**config.mk**
```make
export PLATFORM = sky130hd
export DESIGN_NAME = coverage_subcell_path_expander_core_flat
export DESIGN_NICKNAME = d
export VERILOG_FILES = /design/src/rtl/csp_pkg.sv /design/src/rtl/csp_if.sv /design/src/rtl/csp_step.sv /design/src/rtl/csp_emit.sv /design/src/rtl/coverage_subcell_path_expander_core.sv /design/src/flat_wrapper.sv
export SDC_FILE = /design/constraint.sdc
export NUM_CORES = 1
export LEC_CHECK = 0
export BUFFER_PORTS_ARGS = -buffer_cell sky130_fd_sc_hd__buf_4
export CAP_MARGIN = 5
export CORE_ASPECT_RATIO = 0.9
export CORE_MARGIN = 4
export CORE_UTILIZATION = 61
export CTS_CLUSTER_SIZE = 24
export DETAILED_ROUTE_END_ITERATION = 6
export PLACE_DENSITY_LB_ADDON = 0.15
export SLEW_MARGIN = 20
export SYNTH_ARGS = -nofsm -noshare
export SYNTH_HDL_FRONTEND = slang
export SYNTH_HIERARCHICAL = 1
export SYNTH_SLANG_ARGS = --single-unit
export TNS_END_PERCENT = 30
```
**constraint.sdc**
```tcl
create_clock -name clk -period 5.99 [get_ports clk]
set_clock_uncertainty 0.2 [all_clocks]
set_input_delay 0.2995 -clock clk [delete_from_list [all_inputs] [get_ports clk]]
set_output_delay 0.2995 -clock clk [all_outputs]
set_load 0.005 [all_outputs]
```
**src/rtl/csp_pkg.sv**
```systemverilog
// Shared types, constants and the sub-cell sequence table for the coverage
// sub-cell path expander. No dependencies.
`timescale 1ns / 1ps

package csp_pkg;

  localparam int COARSE_W   = 6;
  localparam int FINE_W     = COARSE_W + 1;
  localparam int COARSE_DIM = 64;
  localparam int MAX_SUB    = 4;
  localparam int CNT_W      = 3;

  localparam logic [COARSE_W-1:0] COORD_MAX =
    (COARSE_DIM >= (1 << COARSE_W)) ? COARSE_W'((1 << COARSE_W) - 1)
                                     : COARSE_W'(COARSE_DIM - 1);

  typedef enum logic [2:0] {
    MV_NONE  = 3'd0,
    MV_UP    = 3'd1,
    MV_DOWN  = 3'd2,
    MV_LEFT  = 3'd3,
    MV_RIGHT = 3'd4
  } move_t;

  // Sub-cell offset, coded as {dr, dc}.
  typedef logic [1:0] offs_t;

  typedef struct packed {
    logic [CNT_W-1:0]          count;
    offs_t [MAX_SUB-1:0]       offs;   // offs[0] leaves first
  } seq_t;

  typedef struct packed {
    logic                      valid;
    seq_t                      seq;
    logic [COARSE_W-1:0]       row;
    logic [COARSE_W-1:0]       col;
  } run_load_t;

  function automatic seq_t mk_seq(input logic [CNT_W-1:0] n, input offs_t a,
                                  input offs_t b, input offs_t c, input offs_t d);
    seq_t s;
    s.count = n;
    s.offs  = {d, c, b, a};
    return s;
  endfunction

  function automatic logic [COARSE_W-1:0] sat_coord(input logic [COARSE_W-1:0] v);
    return (v > COORD_MAX) ? COORD_MAX : v;
  endfunction

  // Order in which the sub-cells of the previous cell are visited (one to four
  // of them), chosen by the new move and the move that led into that cell.
  function automatic seq_t seq_lookup(input move_t mv, input move_t lm);
    seq_t s;
    s = '0;
    case (mv)
      MV_UP: begin
        case (lm)
          MV_NONE:  s = mk_seq(3'd2, 2'd3, 2'd1, 2'd0, 2'd0);
          MV_UP:    s = mk_seq(3'd2, 2'd3, 2'd1, 2'd0, 2'd0);
          MV_DOWN:  s = mk_seq(3'd4, 2'd0, 2'd2, 2'd3, 2'd1);
          MV_LEFT:  s = mk_seq(3'd1, 2'd1, 2'd0, 2'd0, 2'd0);
          MV_RIGHT: s = mk_seq(3'd3, 2'd2, 2'd3, 2'd1, 2'd0);
          default:  s = mk_seq(3'd2, 2'd3, 2'd1, 2'd0, 2'd0);
        endcase
      end
      MV_DOWN: begin
        case (lm)
          MV_NONE:  s = mk_seq(3'd2, 2'd0, 2'd2, 2'd0, 2'd0);
          MV_UP:    s = mk_seq(3'd4, 2'd3, 2'd1, 2'd0, 2'd2);
          MV_DOWN:  s = mk_seq(3'd2, 2'd0, 2'd2, 2'd0, 2'd0);
          MV_LEFT:  s = mk_seq(3'd3, 2'd1, 2'd0, 2'd2, 2'd0);
          MV_RIGHT: s = mk_seq(3'd1, 2'd2, 2'd0, 2'd0, 2'd0);
          default:  s = mk_seq(3'd2, 2'd0, 2'd2, 2'd0, 2'd0);
        endcase
      end
      MV_LEFT: begin
        case (lm)
          MV_NONE:  s = mk_seq(3'd2, 2'd1, 2'd0, 2'd0, 2'd0);
          MV_UP:    s = mk_seq(3'd2, 2'd1, 2'd0, 2'd0, 2'd0);
          MV_DOWN:  s = mk_seq(3'd1, 2'd0, 2'd0, 2'd0, 2'd0);
          MV_LEFT:  s = mk_seq(3'd2, 2'd1, 2'd0, 2'd0, 2'd0);
          MV_RIGHT: s = mk_seq(3'd4, 2'd2, 2'd3, 2'd1, 2'd0);
          default:  s = mk_seq(3'd2, 2'd1, 2'd0, 2'd0, 2'd0);
        endcase
      end
      MV_RIGHT: begin
        case (lm)
          MV_NONE:  s = mk_seq(3'd2, 2'd2, 2'd3, 2'd0, 2'd0);
          MV_UP:    s = mk_seq(3'd1, 2'd3, 2'd0, 2'd0, 2'd0);
          MV_DOWN:  s = mk_seq(3'd2, 2'd2, 2'd3, 2'd0, 2'd0);
          MV_LEFT:  s = mk_seq(3'd4, 2'd1, 2'd0, 2'd2, 2'd3);
          MV_RIGHT: s = mk_seq(3'd2, 2'd2, 2'd3, 2'd0, 2'd0);
          default:  s = mk_seq(3'd2, 2'd2, 2'd3, 2'd0, 2'd0);
        endcase
      end
      default: s = '0;
    endcase
    return s;
  endfunction

endpackage

```
**src/rtl/csp_if.sv**
```systemverilog
// Valid/ready channel interfaces for the coarse-cell input and fine-cell output.
// Depends on csp_pkg for field widths.
`timescale 1ns / 1ps

interface csp_in_if;
  logic                             valid;
  logic                             ready;
  logic [csp_pkg::COARSE_W-1:0]     coarse_row;
  logic [csp_pkg::COARSE_W-1:0]     coarse_col;
  logic                             path_start;

  modport source (output valid, coarse_row, coarse_col, path_start, input ready);
  modport sink   (input valid, coarse_row, coarse_col, path_start, output ready);
endinterface

interface csp_out_if;
  logic                             valid;
  logic                             ready;
  logic [csp_pkg::FINE_W-1:0]       fine_row;
  logic [csp_pkg::FINE_W-1:0]       fine_col;
  logic                             last_of_run;

  modport source (output valid, fine_row, fine_col, last_of_run, input ready);
  modport sink   (input valid, fine_row, fine_col, last_of_run, output ready);
endinterface

```
**src/rtl/csp_step.sv**
```systemverilog
// Walk history and move classification: keeps the previous coarse cell and the
// last move, and hands each sub-cell run to the emitter. Depends on csp_pkg, csp_if.
`timescale 1ns / 1ps

module csp_step (
  input  logic                clk,
  input  logic                rst_n,
  csp_in_if.sink              in_ch,
  input  logic                free_i,
  output csp_pkg::run_load_t  load_o
);
  import csp_pkg::*;

  logic [COARSE_W-1:0] prev_row_r, prev_row_nxt;
  logic [COARSE_W-1:0] prev_col_r, prev_col_nxt;
  logic                have_prev_r, have_prev_nxt;
  move_t               last_move_r, last_move_nxt;

  logic [COARSE_W-1:0] row_s, col_s;
  logic                accept;
  logic                restart;
  move_t               mv;

  assign in_ch.ready = free_i;
  assign accept      = in_ch.valid && in_ch.ready;
  assign row_s       = sat_coord(in_ch.coarse_row);
  assign col_s       = sat_coord(in_ch.coarse_col);
  assign restart     = in_ch.path_start || !have_prev_r;

  // Row decides first; equal cells fall through to a right move.
  always_comb begin
    if (prev_row_r > row_s)       mv = MV_UP;
    else if (prev_row_r < row_s)  mv = MV_DOWN;
    else if (prev_col_r > col_s)  mv = MV_LEFT;
    else                          mv = MV_RIGHT;
  end

  always_comb begin
    prev_row_nxt  = prev_row_r;
    prev_col_nxt  = prev_col_r;
    have_prev_nxt = have_prev_r;
    last_move_nxt = last_move_r;
    load_o.valid  = accept && !restart;
    load_o.seq    = seq_lookup(mv, last_move_r);
    load_o.row    = prev_row_r;
    load_o.col    = prev_col_r;
    if (accept) begin
      prev_row_nxt  = row_s;
      prev_col_nxt  = col_s;
      have_prev_nxt = 1'b1;
      last_move_nxt = restart ? MV_NONE : mv;
    end
  end

  always_ff @(posedge clk) begin
    if (!rst_n) begin
      prev_row_r  <= '0;
      prev_col_r  <= '0;
      have_prev_r <= 1'b0;
      last_move_r <= MV_NONE;
    end else begin
      prev_row_r  <= prev_row_nxt;
      prev_col_r  <= prev_col_nxt;
      have_prev_r <= have_prev_nxt;
      last_move_r <= last_move_nxt;
    end
  end

endmodule

```
**src/rtl/csp_emit.sv**
```systemverilog
// Run register: holds one sub-cell run and sends it out on the result channel,
// one fine cell per cycle while out_ch.ready is high. Depends on csp_pkg, csp_if.
`timescale 1ns / 1ps

module csp_emit (
  input  logic                clk,
  input  logic                rst_n,
  input  csp_pkg::run_load_t  load_i,
  output logic                free_o,
  csp_out_if.source           out_ch
);
  import csp_pkg::*;

  logic [CNT_W-1:0]      cnt_r, cnt_nxt;
  offs_t [MAX_SUB-1:0]   offs_r, offs_nxt;
  logic [COARSE_W-1:0]   row_r, row_nxt;
  logic [COARSE_W-1:0]   col_r, col_nxt;
  logic                  pop;

  assign pop    = out_ch.valid && out_ch.ready;
  // The register can take a new run while the final sub-cell of the old one leaves.
  assign free_o = (cnt_r == '0) || ((cnt_r == CNT_W'(1)) && out_ch.ready);

  assign out_ch.valid       = (cnt_r != '0);
  assign out_ch.fine_row    = {row_r, offs_r[0][1]};
  assign out_ch.fine_col    = {col_r, offs_r[0][0]};
  assign out_ch.last_of_run = (cnt_r == CNT_W'(1));

  always_comb begin
    cnt_nxt  = cnt_r;
    offs_nxt = offs_r;
    row_nxt  = row_r;
    col_nxt  = col_r;
    if (load_i.valid) begin
      cnt_nxt  = load_i.seq.count;
      offs_nxt = load_i.seq.offs;
      row_nxt  = load_i.row;
      col_nxt  = load_i.col;
    end else if (pop) begin
      cnt_nxt  = cnt_r - CNT_W'(1);
      offs_nxt = {2'b00, offs_r[MAX_SUB-1:1]};
    end
  end

  always_ff @(posedge clk) begin
    if (!rst_n) begin
      cnt_r <= '0;
    end else begin
      cnt_r <= cnt_nxt;
    end
  end

  always_ff @(posedge clk) begin
    offs_r <= offs_nxt;
    row_r  <= row_nxt;
    col_r  <= col_nxt;
  end

`ifndef SYNTHESIS
  a_cnt_range: assert property (@(posedge clk) disable iff (!rst_n)
    cnt_r <= CNT_W'(MAX_SUB))
    else $error("run count above four sub-cells");

  a_load_free: assert property (@(posedge clk) disable iff (!rst_n)
    load_i.valid |-> (cnt_r == '0) || ((cnt_r == CNT_W'(1)) && out_ch.ready))
    else $error("new run loaded over a run still in flight");

  a_load_nonempty: assert property (@(posedge clk) disable iff (!rst_n)
    load_i.valid |-> (load_i.seq.count != '0))
    else $error("loaded run carries no sub-cells");

  a_pop_step: assert property (@(posedge clk) disable iff (!rst_n)
    (pop && !load_i.valid) |=> (cnt_r == $past(cnt_r) - CNT_W'(1)))
    else $error("run count did not step down after a request was taken");
`endif

endmodule

```
**src/rtl/coverage_subcell_path_expander_core.sv**
```systemverilog
// Top level of the coverage sub-cell path expander: walk history stage and
// run register. Depends on csp_pkg, csp_if, csp_step and csp_emit.
`timescale 1ns / 1ps

// Usage
//   in_ch  : coarse cells of a coverage walk (coarse_row, coarse_col, path_start),
//            valid/ready. A request with path_start set, or the first after reset,
//            only records the cell and gives no result.
//   out_ch : fine sub-cells (fine_row, fine_col, last_of_run) of the previous
//            coarse cell, one to four per input request, last_of_run on the final.
// The first sub-cell of an input appears in the cycle after it is accepted.
// Throughput: one fine cell per cycle on the output while out_ch.ready is high; an
//   input producing n sub-cells (up to four) occupies the run register until all n
//   have left, so an input is not taken while a run is in flight. The next input is
//   accepted in the same cycle as the final sub-cell of the current run leaves, and
//   cells that give no result are accepted whenever the run register is free.
// Reset (rst_n low, synchronous): history and run register clear, no path open.
// Output stall: the run register holds its sub-cell until out_ch.ready, and
//   in_ch.ready stays low until the final sub-cell of the run can leave.
module coverage_subcell_path_expander_core (
  input  logic       clk,
  input  logic       rst_n,
  csp_in_if.sink     in_ch,
  csp_out_if.source  out_ch
);
  import csp_pkg::*;

  run_load_t load;
  logic      free;

  csp_step u_step (
    .clk    (clk),
    .rst_n  (rst_n),
    .in_ch  (in_ch),
    .free_i (free),
    .load_o (load)
  );

  csp_emit u_emit (
    .clk    (clk),
    .rst_n  (rst_n),
    .load_i (load),
    .free_o (free),
    .out_ch (out_ch)
  );

endmodule
```
**src/flat_wrapper.sv**
```systemverilog
// flat-port wrapper written by rule: the top's interface ports become plain ports
module coverage_subcell_path_expander_core_flat import csp_pkg::*;
  (clk, rst_n, in_ch_valid, in_ch_coarse_row, in_ch_coarse_col, in_ch_path_start, in_ch_ready, out_ch_valid, out_ch_fine_row, out_ch_fine_col, out_ch_last_of_run, out_ch_ready);
  csp_in_if in_ch_i ();
  csp_out_if out_ch_i ();
  input  logic clk;
  input  logic rst_n;
  input wire logic [$bits(in_ch_i.valid)-1:0] in_ch_valid;
  input wire logic [$bits(in_ch_i.coarse_row)-1:0] in_ch_coarse_row;
  input wire logic [$bits(in_ch_i.coarse_col)-1:0] in_ch_coarse_col;
  input wire logic [$bits(in_ch_i.path_start)-1:0] in_ch_path_start;
  output wire logic [$bits(in_ch_i.ready)-1:0] in_ch_ready;
  output wire logic [$bits(out_ch_i.valid)-1:0] out_ch_valid;
  output wire logic [$bits(out_ch_i.fine_row)-1:0] out_ch_fine_row;
  output wire logic [$bits(out_ch_i.fine_col)-1:0] out_ch_fine_col;
  output wire logic [$bits(out_ch_i.last_of_run)-1:0] out_ch_last_of_run;
  input wire logic [$bits(out_ch_i.ready)-1:0] out_ch_ready;
  assign in_ch_i.valid = in_ch_valid;
  assign in_ch_i.coarse_row = in_ch_coarse_row;
  assign in_ch_i.coarse_col = in_ch_coarse_col;
  assign in_ch_i.path_start = in_ch_path_start;
  assign in_ch_ready = in_ch_i.ready;
  assign out_ch_valid = out_ch_i.valid;
  assign out_ch_fine_row = out_ch_i.fine_row;
  assign out_ch_fine_col = out_ch_i.fine_col;
  assign out_ch_last_of_run = out_ch_i.last_of_run;
  assign out_ch_i.ready = out_ch_ready;
  coverage_subcell_path_expander_core u_core (.clk(clk), .rst_n(rst_n), .in_ch(in_ch_i), .out_ch(out_ch_i));
endmodule
```
==> flow_summary.ini, run 1 <==
[worst_hold_path]
min_to = u_core/u_step/prev_row_r[3]$_SDFFE_PN0P_
min_path_type = in -> reg
worstHoldStart = in_ch_coarse_row[3]
hold_depth = 3

[synth]
synth_cell_types = 53
synth.avg_cell_area_um2 = 9.95
synth-main-ff-cell = edfxtp_1
synth_top_cell_area_share_pct = 26.6
synth_warnings = 6
synthArstFlopShare_pct = 0
synthTopCellsByArea = edfxtp_1, dfxtp_1, ha_1
synth_edf_count = 20
syn_inst = 227
syn-cell-area_um2 = 2260
synthesis.nets = 259
synth_seq_cells = 39
yosysTopAreaCell = edfxtp_1
ys_seq_area_share_pct = 43.4

[cts]
numCtsBuffers = 5
cts_max_path_buffers = 2
clkTransAtPathRegs_ps = 70
cts-root-buf = clkbuf_8
post_cts_resized = 0
htreeDepth = 2
cts_hold_buf = 0
post_cts_buffers = 0
clock_latency_ps = 290
cts_tree = built
clock-sinks = 39

[placed_design]
hpwl_um = 3200
gp_congestion = 0.968
dp.cells = 296
place_area_um2 = 2530
port_buffers = 33

[final_layout]
multi_input_area_um2 = 1160
diodes = 0
nets = 291
nFillCells = 253
area_growth_pct = 15.6
final_area_um2 = 2610
stdcell_count = 304
drive_above_1_share_pct = 26.2
seq_area_um2 = 981

[floorplanning]
die-area_um2 = 4740
rows = 20
start_util_pct = 64.9
fp.dieH_um = 65.7
die_w_um = 72.1
num_io_pins = 34
core_area_um2 = 3480

[critical_path]
end_kind = flip-flop
cp_common_cell = nand2_1
cp.arrival_ps = 2470
reg2reg_slack_ps = 3270
crit_required_ps = 5740
crit_path_top_delay_cell = nand2_1
path_max_fanout = 16
setup.worst_path.start = u_core/u_emit/cnt_r[1]$_SDFFE_PN0P_
rr_endpoint = u_core/u_emit/offs_r[6]$_SDFFCE_PN0P_
reg2reg_depth = 10
cp_slowest_stage_delay_ps = 360
r2r_start = u_core/u_emit/cnt_r[1]$_SDFFE_PN0P_
critPathKind = reg -> reg
startpoint_type = flip-flop
path_cells = inv_1 -> ha_1 -> and2b_2 -> nand2_1 -> nand2_1 -> nand2_1 -> nor3b_2 -> buf_4 -> inv_1 -> nand2_1

[drt]
drtPass1Iterations = 5
routed_wl_um = 4390
drt_iter0_markers = 80
drcViolationCount = 0
wl_per_cell_um = 14.4
ant_nets = 0
dr_total_vias = 1708
via_per_inst = 5.62

[power_and_ir_drop]
intPower_uw = 596
power_density_nw_per_um2 = 349
pwr-share-comb_pct = 38.7
p_seq_share_pct = 42.9
p_clk_share_pct = 18.5
p_leak_uw = 0.00104
swShare_pct = 34.6
peakVddDrop_mv = 0.197
power.total_uw = 911
p_sw_uw = 315

[sta]
period_share_pct = 45.4
slew_headroom_pct = 60.5
slew_viol_final = 0
fin_crit_ps = 2720
hold_viol = 0
rsz0062_at_grt = false
setup_viol = 0
fmax_mhz = 368
worstMarginPinSlew_ps = 591
fin_setup_tns_ps = 0

[run_status]
status = finished, final reports clean

[grt]
antenna_found_initial = 0
grt_usage_pct = 20.8
grt_first_pass_wirelength_um = 7580
grt_start_max_net_pins = 21
grt_pass1_vias = 1677
grt-ovfl-total = 0

[flow_run]
max_cap_violations = 0
per-layer routing:
layer,track usage [%],vias to the layer above,share of wire [%]
met4,5.63,0,1.4
met1,26.0,782,44
met3,7.80,8,8.3
met2,33.6,60,46
li1,-,858,-
met5,0,-,0
sequential cells by signal (all words and copies together), names as in the netlist:
name,flops
u_core/u_emit/cnt_r,3
u_core/u_emit/col_r,6
u_core/u_emit/offs_r,6
u_core/u_emit/out_ch.fine_col,1
u_core/u_emit/out_ch.fine_row,1
u_core/u_emit/row_r,6
u_core/u_step/have_prev_r,1
u_core/u_step/last_move_r,3
u_core/u_step/prev_col_r,6
u_core/u_step/prev_row_r,6
cell usage in the layout (no fill, tap or decap), drive strengths merged, types with 2 or more instances in the layout:
cell type,synthesis,layout
a31oi,2,2
and4,3,3
and2,5,5
inv,18,18
ha,15,15
nor3b,2,2
and3,3,3
nor2,12,12
mux2,6,6
nand2b,4,4
o22ai,2,2
a22oi,2,2
mux2i,2,2
dfxtp,19,19
clkbuf,5,8
nor2b,5,5
edfxtp,20,20
a311oi,2,2
nand2,38,38
a21oi,12,12
a211oi,2,2
nor3,2,2
o21ai,9,9
o21a,3,3
buf,5,35
a21o,2,2
nand3,4,4
a21boi,15,15
power groups by stage:
| stage | Combinational [uW] | Clock, uW | Sequential [uW] |
|---|---|---|---|
| floorplan | 261 | 0 | 385 |
| global placement | 340 | 0 | 393 |
| detailed placement | 352 | 0 | 396 |
| CTS | 355 | 173 | 391 |
| global route | 399 | 187 | 397 |
| finish | 352 | 168 | 390 |
critical path: cells and delay by family (launching register included):
family,cells,cell delay (ps)
and+or+nand+nor,6,1270
buffers and inverters,3,440
DFF,1,310
adders and majority gates,1,140
how the worst max path moves through the flow:
stage / end / cells after the start / slack [ps]
after floorplan: u_core/u_emit/offs_r[3]$_DFFE_PP_ / 9 / 2570
after global placement: u_core/u_emit/offs_r[3]$_DFFE_PP_ / 10 / 3380
after detailed placement: u_core/u_emit/offs_r[5]$_DFFE_PP_ / 10 / 3260
after CTS: u_core/u_emit/offs_r[6]$_SDFFCE_PN0P_ / 10 / 3240
after global routing: u_core/u_emit/offs_r[4]$_DFFE_PP_ / 10 / 3020
final: u_core/u_emit/offs_r[6]$_SDFFCE_PN0P_ / 10 / 3270
Yosys cell counts (4+ instances only):
library cell / number
clkbuf_1: 5
o21ai_0: 4
inv_1: 18
and2_1: 4
mux2_2: 6
nor2b_1: 5
a21boi_0: 13
dfxtp_1: 19
nand2_1: 37
edfxtp_1: 20
a21oi_1: 11
ha_1: 15
nor2_1: 11
kinds of logic after synthesis:
group	count (synthesis)	synth area share (%)
AO/OA/AOI/OAI	57	20.6
multiplexers	8	3.88
flip-flops	39	43.4
buffers and inverters	28	5.26
adder cells (fa/ha/maj)	15	8.31
AND/OR/NAND/NOR	80	18.6
stage by stage:
step	hold slack [ps]	utilization, %	setup slack, ps
after floorplan	230	-	2570
after global placement	240	72.7	3380
after detailed placement	248	72.7	3260
after CTS	60.9	75.0	3240
after global routing	58.0	75.0	3020
final	67.6	75.0	3270
cell type report:
cell class	instances	area share [%]
multi-input combinational	160	44.6
timing repair buffer	35	10.1
inverter	18	2.59
sequential	39	37.6
tap	44	2.11
clock buffer	8	3.07
Power figures use the tool's default switching activity.
==> run 2: changes to the inputs <==
Settings changed: CORE_UTILIZATION 61 to 57.
Clock period 5.99 ns to 2.6 ns, I/O delays scaled along.
==> flow_summary.ini, run 2 (synthesized netlist as in run 1, its figures left out) <==
[critical_path]
crit_required_ps = 2450
cp.arrival_ps = 2350
end_kind = flip-flop
path_max_fanout = 5
critPathKind = reg -> reg
startpoint_type = flip-flop

[final_layout]
nFillCells = 264
final_cell_mix = buf_4, nand2_1, edfxtp_1
final_util_pct = 75.5
drive_above_1_share_pct = 27.6
nets = 307
diodes = 0
area_growth_pct = 25.5

[sta]
fmax_mhz = 399
slew_viol_final = 0
rsz0062_at_grt = false
slew_headroom_pct = 63.0
fin_crit_ps = 2500
fin_setup_tns_ps = 0
setup_viol = 0
hold_viol = 0
worstMarginPinSlew_ps = 556
period_share_pct = 96.3

[power_and_ir_drop]
peakVddDrop_mv = 0.434
power_density_nw_per_um2 = 766
p_leak_uw = 0.00113

[drt]
ant_nets = 0
via_per_inst = 5.57
drt_iter0_markers = 89
dr_total_vias = 1788
drtPass1Iterations = 4
wl_per_cell_um = 15.3
routed_wl_um = 4920
drcViolationCount = 0

[placed_design]
gp_congestion = 0.921
port_buffers = 33
hpwl_um = 3270

[cts]
clock-sinks = 39
clkTransAtPathRegs_ps = 70
cts_tree = built
cts-root-buf = clkbuf_8
clock_latency_ps = 290
numCtsBuffers = 5
htreeDepth = 2
cts_max_path_buffers = 2

[floorplanning]
core_area_um2 = 3760
num_io_pins = 34
die-area_um2 = 5030
start_util_pct = 60.1
die_w_um = 74.4
fp.dieH_um = 67.7
rows = 21

[grt]
grt_use_met2_pct = 34.5
grt_first_pass_wirelength_um = 7760
grt_pass1_vias = 1705
antenna_found_initial = 0
grt-ovfl-total = 0
busiest_layer = met2
use_met3_pct = 5.95
met1_usage_pct = 26.3
grt_start_max_net_pins = 21
grt_usage_pct = 20.6

[worst_hold_path]
min_path_type = in -> reg

[flow_run]
max_cap_violations = 0

[run_status]
status = finished, final reports clean
[run 2: what timing repair did]
| action | 4_1_cts | 5_1_grt |
|---|---|---|
| endpoints found under the setup margin | 0 | 5 |
| hold endpoints to repair | 15 | 0 |
| resized for setup | 0 | 9 |
| hold buffers | 14 | 0 |
| setup buffers | 0 | 1 |
[run 2: cell type report]
cell class                 count  area, um^2  area share (%)
timing repair buffer          51         420            14.8
clock buffer                   7        76.3            2.69
tap                           46        57.6            2.03
multi-input combinational    160        1230            43.5
sequential                    39         981            34.6
inverter                      18        67.6            2.38
[run 2: worst max-delay path: stages, from the launching register on]
cell	delay, ps
dfxtp_1	320
ha_1	300
and4_4	190
and3_4	200
a311oi_4	330
and2_4	240
o2111ai_1	100
o211a_1	120
mux2_2	250
[run 2: per-layer routing]
| layer | up-vias | part of all wire [%] |
|---|---|---|
| met3 | 6 | 6.9 |
| met2 | 58 | 47 |
| met1 | 832 | 45 |
| li1 | 892 | - |
| met5 | - | 0 |
| met4 | 0 | 0.81 |
[run 2: path summary, 6_finish.rpt]
| check | start | endpoint | slack, ps | depth (start not counted) |
|---|---|---|---|---|
| min reg2reg | u_core/u_step/prev_row_r[0]$_SDFFE_PN0P_ | u_core/u_emit/row_r[0]$_DFFE_PP_ | 260 | 0 |
| max | u_core/u_step/prev_col_r[3]$_SDFFE_PN0P_ | u_core/u_emit/offs_r[3]$_DFFE_PP_ | 100 | 8 |
| min | in_ch_path_start | u_core/u_emit/cnt_r[2]$_SDFFE_PN0P_ | 20 | 4 |
| max reg2reg | u_core/u_step/prev_col_r[3]$_SDFFE_PN0P_ | u_core/u_emit/offs_r[3]$_DFFE_PP_ | 100 | 8 |
[run 2: power breakdown]
group / leakage (uW) / internal [uW] / switching (uW)
clock: 0.0000383 / 185 / 199
combinational: 0.000749 / 404 / 484
sequential: 0.000342 / 823 / 75.1
[run 2: per-stage QoR]
| stage | cell area (um^2) | cells | total power, uW | setup slack [ps] | hold WS, ps |
|---|---|---|---|---|---|
| CTS | 2760 | 320 | 2140 | 11.8 | 18.0 |
| finish | 2840 | 321 | 2170 | 95.1 | 17.4 |
| floorplan | 2270 | 227 | 1500 | 6.45 | 68.4 |
| global route | 2840 | 321 | 2320 | 21.7 | 24.6 |
| detailed placement | 2550 | 299 | 1740 | 81.9 | 207 |
| global placement | 2550 | 299 | 1710 | 111 | 204 |
==> run 3: changes to the inputs <==
Settings changed: BUFFER_PORTS_ARGS -buffer_cell sky130_fd_sc_hd__buf_4 to -buffer_cell sky130_fd_sc_hd__buf_2.
==> flow_summary.ini, run 3 (synthesized netlist as in run 1, its figures left out) <==
[cts]
post_cts_resized = 0
clock_latency_ps = 290
htreeDepth = 2
cts_tree = built
clkTransAtPathRegs_ps = 70
numCtsBuffers = 5
clock-sinks = 39
post_cts_buffers = 0
cts-root-buf = clkbuf_8
cts_max_path_buffers = 2

[drt]
drcViolationCount = 0
via_per_inst = 5.66
ant_nets = 0
routed_wl_um = 4850
drtPass1Iterations = 5
dr_total_vias = 1810
wl_per_cell_um = 15.2
drt_iter0_markers = 103

[critical_path]
r2r_start = u_core/u_step/prev_col_r[5]$_SDFFE_PN0P_
critPathKind = in -> reg
path_max_fanout = 7
path_buf_inv = 3
setup.worst_path.start = in_ch_coarse_row[1]
cp_slowest_stage_delay_ps = 520
path_cells = dlygate4sd3_1 -> buf_2 -> inv_1 -> ha_1 -> nor2b_1 -> o21ai_2 -> nand2_2 -> and2_4 -> a211oi_1 -> o21ai_1 -> mux2_2
crit_path_top_delay_cell = dlygate4sd3_1
end_kind = flip-flop
endpoint = u_core/u_emit/offs_r[2]$_DFFE_PP_
crit_family = buffers and inverters
cp.arrival_ps = 2450
crit_cells = 11
reg2reg_slack_ps = 30
crit_required_ps = 2450
rr_endpoint = u_core/u_emit/offs_r[3]$_DFFE_PP_
startpoint_type = primary input
reg2reg_depth = 8

[final_layout]
drive_above_1_share_pct = 25.2
nets = 305
final_common_cell = nand2_1
multi_input_area_um2 = 1170
nFillCells = 299
diodes = 0
final_cell_mix = nand2_1, buf_2, edfxtp_1
area_growth_pct = 18.4
seq_area_um2 = 981

[grt]
grt_usage_pct = 20.7
grt_start_max_net_pins = 21
grt-ovfl-total = 0
antenna_found_initial = 0
grt_first_pass_wirelength_um = 7850
grt_pass1_vias = 1698

[sta]
fin_setup_tns_ps = -1.26
worst_slack_ps = -1.26
slew_headroom_pct = 64.7
fmax_mhz = 384
rsz0062_at_grt = true
setup_viol = 1
hold_viol = 0
fin_crit_ps = 2600
period_share_pct = 100
worstMarginPinSlew_ps = 530
slew_viol_final = 0

[run_status]
status = finished with violations
violations = setup timing

[power_and_ir_drop]
power.total_uw = 2100
power_density_nw_per_um2 = 785
peakVddDrop_mv = 0.443
p_leak_uw = 0.00108

[floorplanning]
die-area_um2 = 5030
die_w_um = 74.4
fp.dieH_um = 67.7
core_area_um2 = 3760
num_io_pins = 34
start_util_pct = 60.1
rows = 21

[worst_hold_path]
min_path_type = in -> reg

[flow_run]
max_cap_violations = 0

[placed_design]
port_buffers = 33
hpwl_um = 3430
gp_congestion = 0.883
run 3: layout make-up:
cell class	count	area share, %
flip-flops and latches	39	36.7
well taps	46	2.15
inverters	18	2.53
clock buffers	8	2.99
repair buffers	49	11.9
multi-input cells	160	43.8
run 3: worst min-delay path by stage:
stage,from,to,slack [ps],cells past startpoint
finish,in_ch_path_start,u_core/u_emit/cnt_r[2]$_SDFFE_PN0P_,40,4
floorplan,rst_n,u_core/u_emit/cnt_r[2]$_SDFFE_PN0P_,70,2
detailed placement,in_ch_coarse_col[2],u_core/u_step/prev_col_r[2]$_SDFFE_PN0P_,200,3
global route,in_ch_path_start,u_core/u_emit/cnt_r[2]$_SDFFE_PN0P_,60,4
CTS,in_ch_path_start,u_core/u_emit/cnt_r[2]$_SDFFE_PN0P_,40,4
global placement,in_ch_coarse_col[4],u_core/u_step/prev_col_r[4]$_SDFFE_PN0P_,200,3
run 3: routing by layer:
layer,part of all wire (%),vias up,global-route usage (%)
met5,0,-,0
li1,-,889,-
met3,7.3,9,4.61
met4,1.8,0,8.89
met1,44,835,26.2
met2,47,77,34.2
run 3: through the flow:
stage	cell area, um^2	hold WS, ps	utilization, %	setup slack, ps	cells
3_3_place_gp	2460	196	65.6	106	299
5_1_grt	2670	64.0	71.2	-104	320
6_report	2670	36.0	71.2	-1.26	320
4_1_cts	2670	42.5	71.2	19.0	320
3_5_place_dp	2460	202	65.6	40.2	299
2_1_floorplan	2270	68.4	-	6.45	227
run 3: power by group:
part | total (uW) | leakage [uW] | switching [uW] | internal [uW]
logic | 807 | 0.000698 | 465 | 343
registers | 897 | 0.000342 | 73.4 | 824
clock network | 394 | 0.0000395 | 203 | 191
total | 2100 | 0.00108 | 741 | 1360
run 3: worst min-delay path, stage by stage:
cell	delay, ps
buf_2	120
nor3b_4	50
inv_1	100
a21oi_1	80
run 3: repair_timing:
item | 4_1_cts | 5_1_grt
setup endpoints to repair | 0 | 5
hold buffers | 13 | 0
hold endpoints to repair | 13 | 0
